## src/rtl/lps_pkg.sv

```systemverilog
// Shared constants for the line point stepper.
// No dependencies; used by every module of the block.
package lps_pkg;

    localparam int COORD_BITS_DEF = 6;
    // sy_neg, sx_neg, steep
    localparam int CMD_FLAG_BITS  = 3;
    localparam int QUEUE_DEPTH    = 2;

endpackage

```

## src/rtl/lps_front.sv

```systemverilog
// Front end: accepts a start/end pair, derives major/minor lengths, steps and
// octant, drops zero-length lines and holds one command for the queue. Uses lps_pkg.
module lps_front #(
    parameter int COORD_BITS = lps_pkg::COORD_BITS_DEF,
    parameter int CMD_W      = 4 * COORD_BITS + lps_pkg::CMD_FLAG_BITS
) (
    input  logic                    aclk,
    input  logic                    aresetn,
    input  logic                    in_valid,
    output logic                    in_ready,
    input  logic [COORD_BITS-1:0]   start_x,
    input  logic [COORD_BITS-1:0]   start_y,
    input  logic [COORD_BITS-1:0]   end_x,
    input  logic [COORD_BITS-1:0]   end_y,
    output logic                    cmd_valid,
    input  logic                    cmd_ready,
    output logic [CMD_W-1:0]        cmd_data
);

    logic                  hold_valid_reg, hold_valid_next;
    logic [CMD_W-1:0]      cmd_reg;
    logic [COORD_BITS:0]   dx, dy, ndx, ndy;
    logic [COORD_BITS-1:0] adx, ady, major, minor;
    logic                  steep, accept, nonzero;

    assign dx  = {1'b0, end_x} - {1'b0, start_x};
    assign dy  = {1'b0, end_y} - {1'b0, start_y};
    assign ndx = -dx;
    assign ndy = -dy;
    assign adx = dx[COORD_BITS] ? ndx[COORD_BITS-1:0] : dx[COORD_BITS-1:0];
    assign ady = dy[COORD_BITS] ? ndy[COORD_BITS-1:0] : dy[COORD_BITS-1:0];

    // tie goes to x as major
    assign steep   = adx < ady;
    assign major   = steep ? ady : adx;
    assign minor   = steep ? adx : ady;
    assign nonzero = major != '0;

    assign in_ready  = !hold_valid_reg || cmd_ready;
    assign accept    = in_valid && in_ready;
    assign cmd_valid = hold_valid_reg;
    assign cmd_data  = cmd_reg;

    always_comb begin
        hold_valid_next = (hold_valid_reg && !cmd_ready) || (accept && nonzero);
    end

    always_ff @(posedge aclk) begin
        if (!aresetn) begin
            hold_valid_reg <= 1'b0;
        end else begin
            hold_valid_reg <= hold_valid_next;
        end
    end

    always_ff @(posedge aclk) begin
        if (accept && nonzero) begin
            cmd_reg <= {dy[COORD_BITS], dx[COORD_BITS], steep, minor, major,
                        start_y, start_x};
        end
    end

endmodule

```

## src/rtl/lps_queue.sv

```systemverilog
// Short command queue between front and back ends.
// Register array with read/write pointers; uses lps_pkg for its depth.
module lps_queue #(
    parameter int WIDTH = 8,
    parameter int DEPTH = lps_pkg::QUEUE_DEPTH
) (
    input  logic             aclk,
    input  logic             aresetn,
    input  logic             push_valid,
    output logic             push_ready,
    input  logic [WIDTH-1:0] push_data,
    output logic             pop_valid,
    input  logic             pop_ready,
    output logic [WIDTH-1:0] pop_data
);

    localparam int PTR_W = (DEPTH > 1) ? $clog2(DEPTH) : 1;
    localparam int CNT_W = $clog2(DEPTH + 1);
    localparam logic [PTR_W-1:0] LAST_PTR = PTR_W'(DEPTH - 1);
    localparam logic [CNT_W-1:0] FULL_CNT = CNT_W'(DEPTH);

    logic [WIDTH-1:0] mem_reg [DEPTH];
    logic [PTR_W-1:0] wr_ptr_reg, wr_ptr_next, rd_ptr_reg, rd_ptr_next;
    logic [CNT_W-1:0] count_reg, count_next;
    logic             do_push, do_pop;

    assign push_ready = count_reg != FULL_CNT;
    assign pop_valid  = count_reg != '0;
    assign do_push    = push_valid && push_ready;
    assign do_pop     = pop_valid && pop_ready;
    assign pop_data   = mem_reg[rd_ptr_reg];

    always_comb begin
        wr_ptr_next = wr_ptr_reg;
        rd_ptr_next = rd_ptr_reg;
        count_next  = count_reg;
        if (do_push) begin
            wr_ptr_next = (wr_ptr_reg == LAST_PTR) ? '0 : wr_ptr_reg + 1'b1;
        end
        if (do_pop) begin
            rd_ptr_next = (rd_ptr_reg == LAST_PTR) ? '0 : rd_ptr_reg + 1'b1;
        end
        if (do_push && !do_pop) begin
            count_next = count_reg + 1'b1;
        end else if (do_pop && !do_push) begin
            count_next = count_reg - 1'b1;
        end
    end

    always_ff @(posedge aclk) begin
        if (!aresetn) begin
            wr_ptr_reg <= '0;
            rd_ptr_reg <= '0;
            count_reg  <= '0;
        end else begin
            wr_ptr_reg <= wr_ptr_next;
            rd_ptr_reg <= rd_ptr_next;
            count_reg  <= count_next;
        end
    end

    always_ff @(posedge aclk) begin
        if (do_push) begin
            mem_reg[wr_ptr_reg] <= push_data;
        end
    end

endmodule

```

## src/rtl/lps_back.sv

```systemverilog
// Back end: walks one line command a point per cycle while the output is
// not stalled, using the error accumulator; drives the registered output beat. Uses lps_pkg.
module lps_back #(
    parameter int COORD_BITS = lps_pkg::COORD_BITS_DEF,
    parameter int CMD_W      = 4 * COORD_BITS + lps_pkg::CMD_FLAG_BITS
) (
    input  logic                  aclk,
    input  logic                  aresetn,
    input  logic                  cmd_valid,
    output logic                  cmd_ready,
    input  logic [CMD_W-1:0]      cmd_data,
    output logic                  out_valid,
    input  logic                  out_ready,
    output logic [COORD_BITS-1:0] point_x,
    output logic [COORD_BITS-1:0] point_y,
    output logic                  last_point
);

    typedef enum logic [1:0] {
        ST_IDLE = 2'b01,
        ST_RUN  = 2'b10
    } state_t;

    state_t                state_reg, state_next;
    logic [COORD_BITS-1:0] x_reg, y_reg, x_next, y_next;
    logic [COORD_BITS-1:0] acc_reg, acc_next, cnt_reg, cnt_next;
    logic [COORD_BITS-1:0] major_reg, minor_reg;
    logic                  steep_reg, sx_neg_reg, sy_neg_reg;
    logic                  out_valid_reg, out_valid_next;
    logic [COORD_BITS-1:0] out_x_reg, out_y_reg;
    logic                  out_last_reg;
    logic                  can_load, emit, load_cmd, carry;
    logic [COORD_BITS:0]   acc_sum, acc_sub;
    logic [COORD_BITS-1:0] x_step, y_step;

    logic [COORD_BITS-1:0] c_x, c_y, c_major, c_minor;
    logic                  c_steep, c_sx_neg, c_sy_neg;

    assign {c_sy_neg, c_sx_neg, c_steep, c_minor, c_major, c_y, c_x} = cmd_data;

    assign can_load  = !out_valid_reg || out_ready;
    assign emit      = (state_reg == ST_RUN) && can_load;
    assign cmd_ready = state_reg == ST_IDLE;
    assign load_cmd  = cmd_valid && cmd_ready;

    assign acc_sum = {1'b0, acc_reg} + {1'b0, minor_reg};
    assign acc_sub = acc_sum - {1'b0, major_reg};
    assign carry   = acc_sum >= {1'b0, major_reg};
    assign x_step  = sx_neg_reg ? x_reg - 1'b1 : x_reg + 1'b1;
    assign y_step  = sy_neg_reg ? y_reg - 1'b1 : y_reg + 1'b1;

    always_comb begin
        state_next = state_reg;
        x_next     = x_reg;
        y_next     = y_reg;
        acc_next   = acc_reg;
        cnt_next   = cnt_reg;
        unique case (state_reg)
            ST_IDLE: begin
                if (load_cmd) begin
                    x_next     = c_x;
                    y_next     = c_y;
                    acc_next   = c_major >> 1;
                    cnt_next   = c_major;
                    state_next = ST_RUN;
                end
            end
            ST_RUN: begin
                if (emit) begin
                    if (steep_reg || carry) begin
                        y_next = y_step;
                    end
                    if (!steep_reg || carry) begin
                        x_next = x_step;
                    end
                    acc_next = carry ? acc_sub[COORD_BITS-1:0] : acc_sum[COORD_BITS-1:0];
                    cnt_next = cnt_reg - 1'b1;
                    if (cnt_reg == COORD_BITS'(1)) begin
                        state_next = ST_IDLE;
                    end
                end
            end
            default: state_next = ST_IDLE;
        endcase
    end

    always_comb begin
        out_valid_next = out_valid_reg;
        if (emit) begin
            out_valid_next = 1'b1;
        end else if (out_ready) begin
            out_valid_next = 1'b0;
        end
    end

    always_ff @(posedge aclk) begin
        if (!aresetn) begin
            state_reg     <= ST_IDLE;
            out_valid_reg <= 1'b0;
        end else begin
            state_reg     <= state_next;
            out_valid_reg <= out_valid_next;
        end
    end

    always_ff @(posedge aclk) begin
        x_reg   <= x_next;
        y_reg   <= y_next;
        acc_reg <= acc_next;
        cnt_reg <= cnt_next;
        if (load_cmd) begin
            major_reg  <= c_major;
            minor_reg  <= c_minor;
            steep_reg  <= c_steep;
            sx_neg_reg <= c_sx_neg;
            sy_neg_reg <= c_sy_neg;
        end
        if (emit) begin
            out_x_reg    <= x_reg;
            out_y_reg    <= y_reg;
            out_last_reg <= cnt_reg == COORD_BITS'(1);
        end
    end

    assign out_valid  = out_valid_reg;
    assign point_x    = out_x_reg;
    assign point_y    = out_y_reg;
    assign last_point = out_last_reg;

endmodule

```

## src/rtl/line_point_stepper.sv

```systemverilog
// Top level of the line point stepper: front end, command queue, back end.
// Depends on lps_pkg, lps_front, lps_queue and lps_back.
//
// Usage:
//   Slave stream (s_*) takes one beat per line: start and end grid points.
//   Master stream (m_*) gives one beat per line point, start point first,
//   end point left out; m_tlast marks the final point of a line. A line
//   with equal endpoints gives no beats.
//   Path: an input beat reaches the output through the front-end command
//   register, the queue, the stepper load state and the output register.
//   Throughput: the back-end stepper takes a line command in its idle
//   state, then gives one point per cycle while m_tready does not stall it;
//   a line has up to 63 points at 6-bit coordinates. The front end and a
//   two-entry queue take further lines while the stepper works.
//   Reset: synchronous, active low; clears the queue, the stepper and the
//   output register. No state is kept between lines.
//   Stall: when m_tready is low the output beat holds; the stepper, then
//   the queue and finally s_tready back up in turn.
module line_point_stepper #(
    parameter int COORD_BITS = lps_pkg::COORD_BITS_DEF
) (
    input  logic                                       aclk,
    input  logic                                       aresetn,
    input  logic                                       s_tvalid,
    output logic                                       s_tready,
    // start_x, start_y, end_x, end_y (low to high), zero padded
    input  logic [((4*COORD_BITS+7)/8)*8-1:0]          s_tdata,
    output logic                                       m_tvalid,
    input  logic                                       m_tready,
    // point_x, point_y (low to high), zero padded
    output logic [((2*COORD_BITS+7)/8)*8-1:0]          m_tdata,
    output logic                                       m_tlast
);

    localparam int CMD_W   = 4 * COORD_BITS + lps_pkg::CMD_FLAG_BITS;
    localparam int M_DATA_W = ((2 * COORD_BITS + 7) / 8) * 8;

    logic                  f_valid, f_ready, b_valid, b_ready;
    logic [CMD_W-1:0]      f_data, b_data;
    logic [COORD_BITS-1:0] point_x, point_y;

    lps_front #(
        .COORD_BITS (COORD_BITS),
        .CMD_W      (CMD_W)
    ) u_front (
        .aclk      (aclk),
        .aresetn   (aresetn),
        .in_valid  (s_tvalid),
        .in_ready  (s_tready),
        .start_x   (s_tdata[COORD_BITS-1:0]),
        .start_y   (s_tdata[2*COORD_BITS-1:COORD_BITS]),
        .end_x     (s_tdata[3*COORD_BITS-1:2*COORD_BITS]),
        .end_y     (s_tdata[4*COORD_BITS-1:3*COORD_BITS]),
        .cmd_valid (f_valid),
        .cmd_ready (f_ready),
        .cmd_data  (f_data)
    );

    lps_queue #(
        .WIDTH (CMD_W),
        .DEPTH (lps_pkg::QUEUE_DEPTH)
    ) u_queue (
        .aclk       (aclk),
        .aresetn    (aresetn),
        .push_valid (f_valid),
        .push_ready (f_ready),
        .push_data  (f_data),
        .pop_valid  (b_valid),
        .pop_ready  (b_ready),
        .pop_data   (b_data)
    );

    lps_back #(
        .COORD_BITS (COORD_BITS),
        .CMD_W      (CMD_W)
    ) u_back (
        .aclk       (aclk),
        .aresetn    (aresetn),
        .cmd_valid  (b_valid),
        .cmd_ready  (b_ready),
        .cmd_data   (b_data),
        .out_valid  (m_tvalid),
        .out_ready  (m_tready),
        .point_x    (point_x),
        .point_y    (point_y),
        .last_point (m_tlast)
    );

    assign m_tdata = M_DATA_W'({point_y, point_x});

endmodule

```

## config.mk

```make
export PLATFORM = sky130hd
export DESIGN_NAME = line_point_stepper
export DESIGN_NICKNAME = d
export VERILOG_FILES = /design/src/rtl/lps_pkg.sv /design/src/rtl/lps_front.sv /design/src/rtl/lps_queue.sv /design/src/rtl/lps_back.sv /design/src/rtl/line_point_stepper.sv
export SDC_FILE = /design/constraint.sdc
export NUM_CORES = 1
export LEC_CHECK = 0
export BUFFER_PORTS_ARGS = -buffer_cell sky130_fd_sc_hd__buf_4
export CORE_AREA = 2 2 94 186
export DETAILED_ROUTE_END_ITERATION = 10
export DIE_AREA = 0 0 96 188
export PLACE_DENSITY_LB_ADDON = 0.05
export RECOVER_POWER = 50
export SYNTH_ARGS = -nofsm -noshare
export SYNTH_HDL_FRONTEND = slang
export SYNTH_SLANG_ARGS = --single-unit
```

## constraint.sdc

```tcl
create_clock -name aclk -period 5.13 [get_ports aclk]
set_clock_uncertainty 0.15 [all_clocks]
set_input_delay 0 -clock aclk [delete_from_list [all_inputs] [get_ports aclk]]
set_output_delay 0 -clock aclk [all_outputs]
set_load 0.01 [all_outputs]
```

==> flow_summary_export.csv <==
group,metric,value,unit
outcome,status,"finished, violations left",
outcome,violations,"capacitance limit, slew limit",
placement,gp_congestion,0.834,
pwr,power.static_leakage,3.20,nW
yosys,synthXorXnorAreaFrac,0.0484,
sta,fin_crit,4.94,ns
yosys,synth_top_family_by_area,"compound AO/OA/AOI/OAI gates",
critical_path,worstPathRequired,5.08,ns
floorplanning,core_area,16700,um^2
floorplanning,start_util,0.420,
sta,fin_crit_sh,0.963,
sta,tns,0,ns
yosys,synth_fa_ha_area_frac,0.0921,
sta,final_hold_viol_count,0,
clock_tree,cts_buffers,17,
global_routing,grt_max_degree,43,
routing,ant_nets,0,
sta,fmax,202,MHz
routing,drc,0,
yosys,yosysWarnings,0,
yosys,yosysSeqAreaShare,0.596,
floorplanning,ios,47,
yosys,async_flop_share,0,
yosys,netlist.area_leader.share,0.570,
pwr,p_per_area,620,nW/um^2
routing,wl,13200,um
floorplanning,dieArea,18000,um^2
pwr,vdd_drop_max,240,uV
clock_tree,cts.sinks,142,
sta,holdWs,0.113,ns
yosys,synth_area_leaders,"edfxtp_1 (57%), ha_1 (7.5%), xnor2_1 (2.9%), a21oi_1 (2.9%), mux2_2 (2.7%)",
yosys,synth.most_common_cell,"edfxtp_1",
clock_tree,htree_levels,4,
final_layout,largest_reg_flops,54,
clock_tree,root_buffer,"clkbuf_16",
final_layout,fin_cells,826,
placement,placed_cells,777,
clock_tree,cts_tree,"done",
global_routing,grtUsageTotal,0.158,
routing,dr.first_iter.drc_count,123,
yosys,synth-compound-area-share,0.103,
floorplanning,die_w,96,um
critical_path,worstSetupEndpointType,"flip-flop",
critical_path,critPathArrivalTime,4.89,ns
sta,slew_violations,60,
critical_path,r2r_setup_slack,1.47,ns
yosys,synthSimpleGateAreaFrac,0.0653,
routing,via_per_inst,5.02,
yosys,netlist_top_cells_count,"edfxtp_1 (133), inv_1 (49), ha_1 (42), a21oi_1 (40), nor2_1 (30)",
yosys,ys_types,60,
yosys,ys_ff_latch,142,
sta,slew_headroom,-0.195,
global_routing,grt_overflow,0,
yosys,netlist_instances,535,
clock_tree,path_clk_slew,0.06,ns
yosys,synth-edff-count,133,
floorplanning,die_h,188,um
final_layout,final_nets,682,
sta,max_slew.worst_pin.slew,1.79,ns
sta,setup_viol,0,
routing,vias,4143,
clock_tree,clk_path_buf_depth,2,
final_layout,drive_above_1_share,0.139,
critical_path,worstSetupPathType,"in2reg",
critical_path,cp_max_fo,27,
flow_run,maxCapViolations,2,
global_routing,grt_pass1_wl,21300,um
routing,first_pass_iters,5,
clock_tree,clkLatencyLatePin,0.41,ns
floorplanning,row_count,67,
final_layout,antenna_cells,0,
yosys,synth.area.mux_share,0.0561,
yosys,synth_area_leader_cell,"edfxtp_1",
placement,place_hpwl,9790,um
sta,rsz0062_at_grt,"false",
yosys,synthFlopType,"edfxtp_1",
global_routing,grt_pass1_vias,4294,
critical_path,critPathLaunchType,"input port",
placement,portBuffers,42,
global_routing,antenna_found_initial,0,
min_path,hold_path_class,"in2reg",
yosys,syn_avg_cell_area,13.1,um^2
yosys,synthesis.area,7010,um^2
routing,wl_per_cell,15.9,um
final_layout,syn_to_final_growth,17.6,%
[worst max-delay path, stage by stage]
cell	delay, ns
dlygate4sd3_1	0.54
clkbuf_4	0.15
ha_1	0.22
fa_1	0.54
ha_1	0.18
nand2_1	0.06
o21ai_1	0.23
mux2_2	0.37
mux2i_1	0.55
ha_1	0.24
o21ai_0	0.07
nor3_1	0.15
o31a_1	0.34
clkinv_1	0.28
and3_1	0.26
a22o_1	0.26
a31oi_2	0.18
buf_6	0.27
[metal layers]
metal  global-route usage  up-vias  wire, um  part of all wire
met2                0.294       57      7660              0.58
li1                     -     2089         -                 -
met5                    0        -         0                 0
met1                0.157     1978      4830              0.37
met3               0.0329       19       261             0.020
met4               0.0780        0       403             0.031
[final cells by class]
cell class	instances	area, um^2
clock buffer	17	425
timing repair buffer	66	450
inverter	51	191
clock inverter	15	153
sequential	142	4170
tap	207	259
fill	1510	8440
multi-input combinational	328	2590
[path summary, 6_finish.rpt]
path,start,endpoint,cells after the start
max,s_tdata[6],u_front.cmd_data[7],18
max reg2reg,u_back.acc_reg[0],u_back.y_reg[0],9
min,s_tdata[17],u_front.cmd_data[25],3
min reg2reg,u_front.cmd_data[3],u_queue.mem_reg[0][3],0
[power breakdown]
group | switching, mW | leakage (nW) | internal (mW) | total [mW]
sequential | 0.137 | 1.31 | 1.72 | 1.86
combinational | 1.17 | 1.61 | 0.901 | 2.07
clock | 0.500 | 0.271 | 0.682 | 1.18
[per-stage QoR]
| stage | instance area, um^2 | power (mW) | setup slack [ns] | utilization |
|---|---|---|---|---|
| global route | 8240 | 5.51 | 0.0465 | 0.494 |
| CTS | 8310 | 5.18 | 0.149 | 0.498 |
| global placement | 7580 | 3.91 | 0.456 | 0.455 |
| finish | 8240 | 5.11 | 0.191 | 0.494 |
| detailed placement | 7580 | 3.96 | 0.299 | 0.455 |
| floorplan | 7030 | 3.46 | 0.519 | - |
[layout by cell type (no fill, tap or decap), types with 6 or more instances in the layout]
master	Yosys	routed
mux2_2	17	10
clkbuf_16	0	17
a21o_1	13	13
a21oi_1	40	40
clkbuf_1	9	23
nor2_1	30	29
dfxtp_1	9	9
dlygate4sd3_1	0	15
mux2_1	1	8
ha_1	42	42
edfxtp_1	133	133
buf_4	4	20
fa_1	6	6
o21ai_0	18	18
clkbuf_4	0	7
xnor2_1	23	23
nand2_1	18	18
mux2i_1	19	19
nand2b_1	8	8
inv_1	49	49
xor2_1	12	12
[logic make-up after synthesis]
group,count (synthesis)
flops,142
compound gates,110
simple gates,92
buf+inv,68
fa+ha+maj,48
xor+xnor,37
mux,37
other cells,1
[repair_timing]
item	CTS	global route
buffers inserted	0	2
endpoints found under the hold margin	21	0
endpoints found under the setup margin	0	27
hold buffers	15	0
resized for setup	0	2
Note: power is estimated with default switching activity, not from simulation.
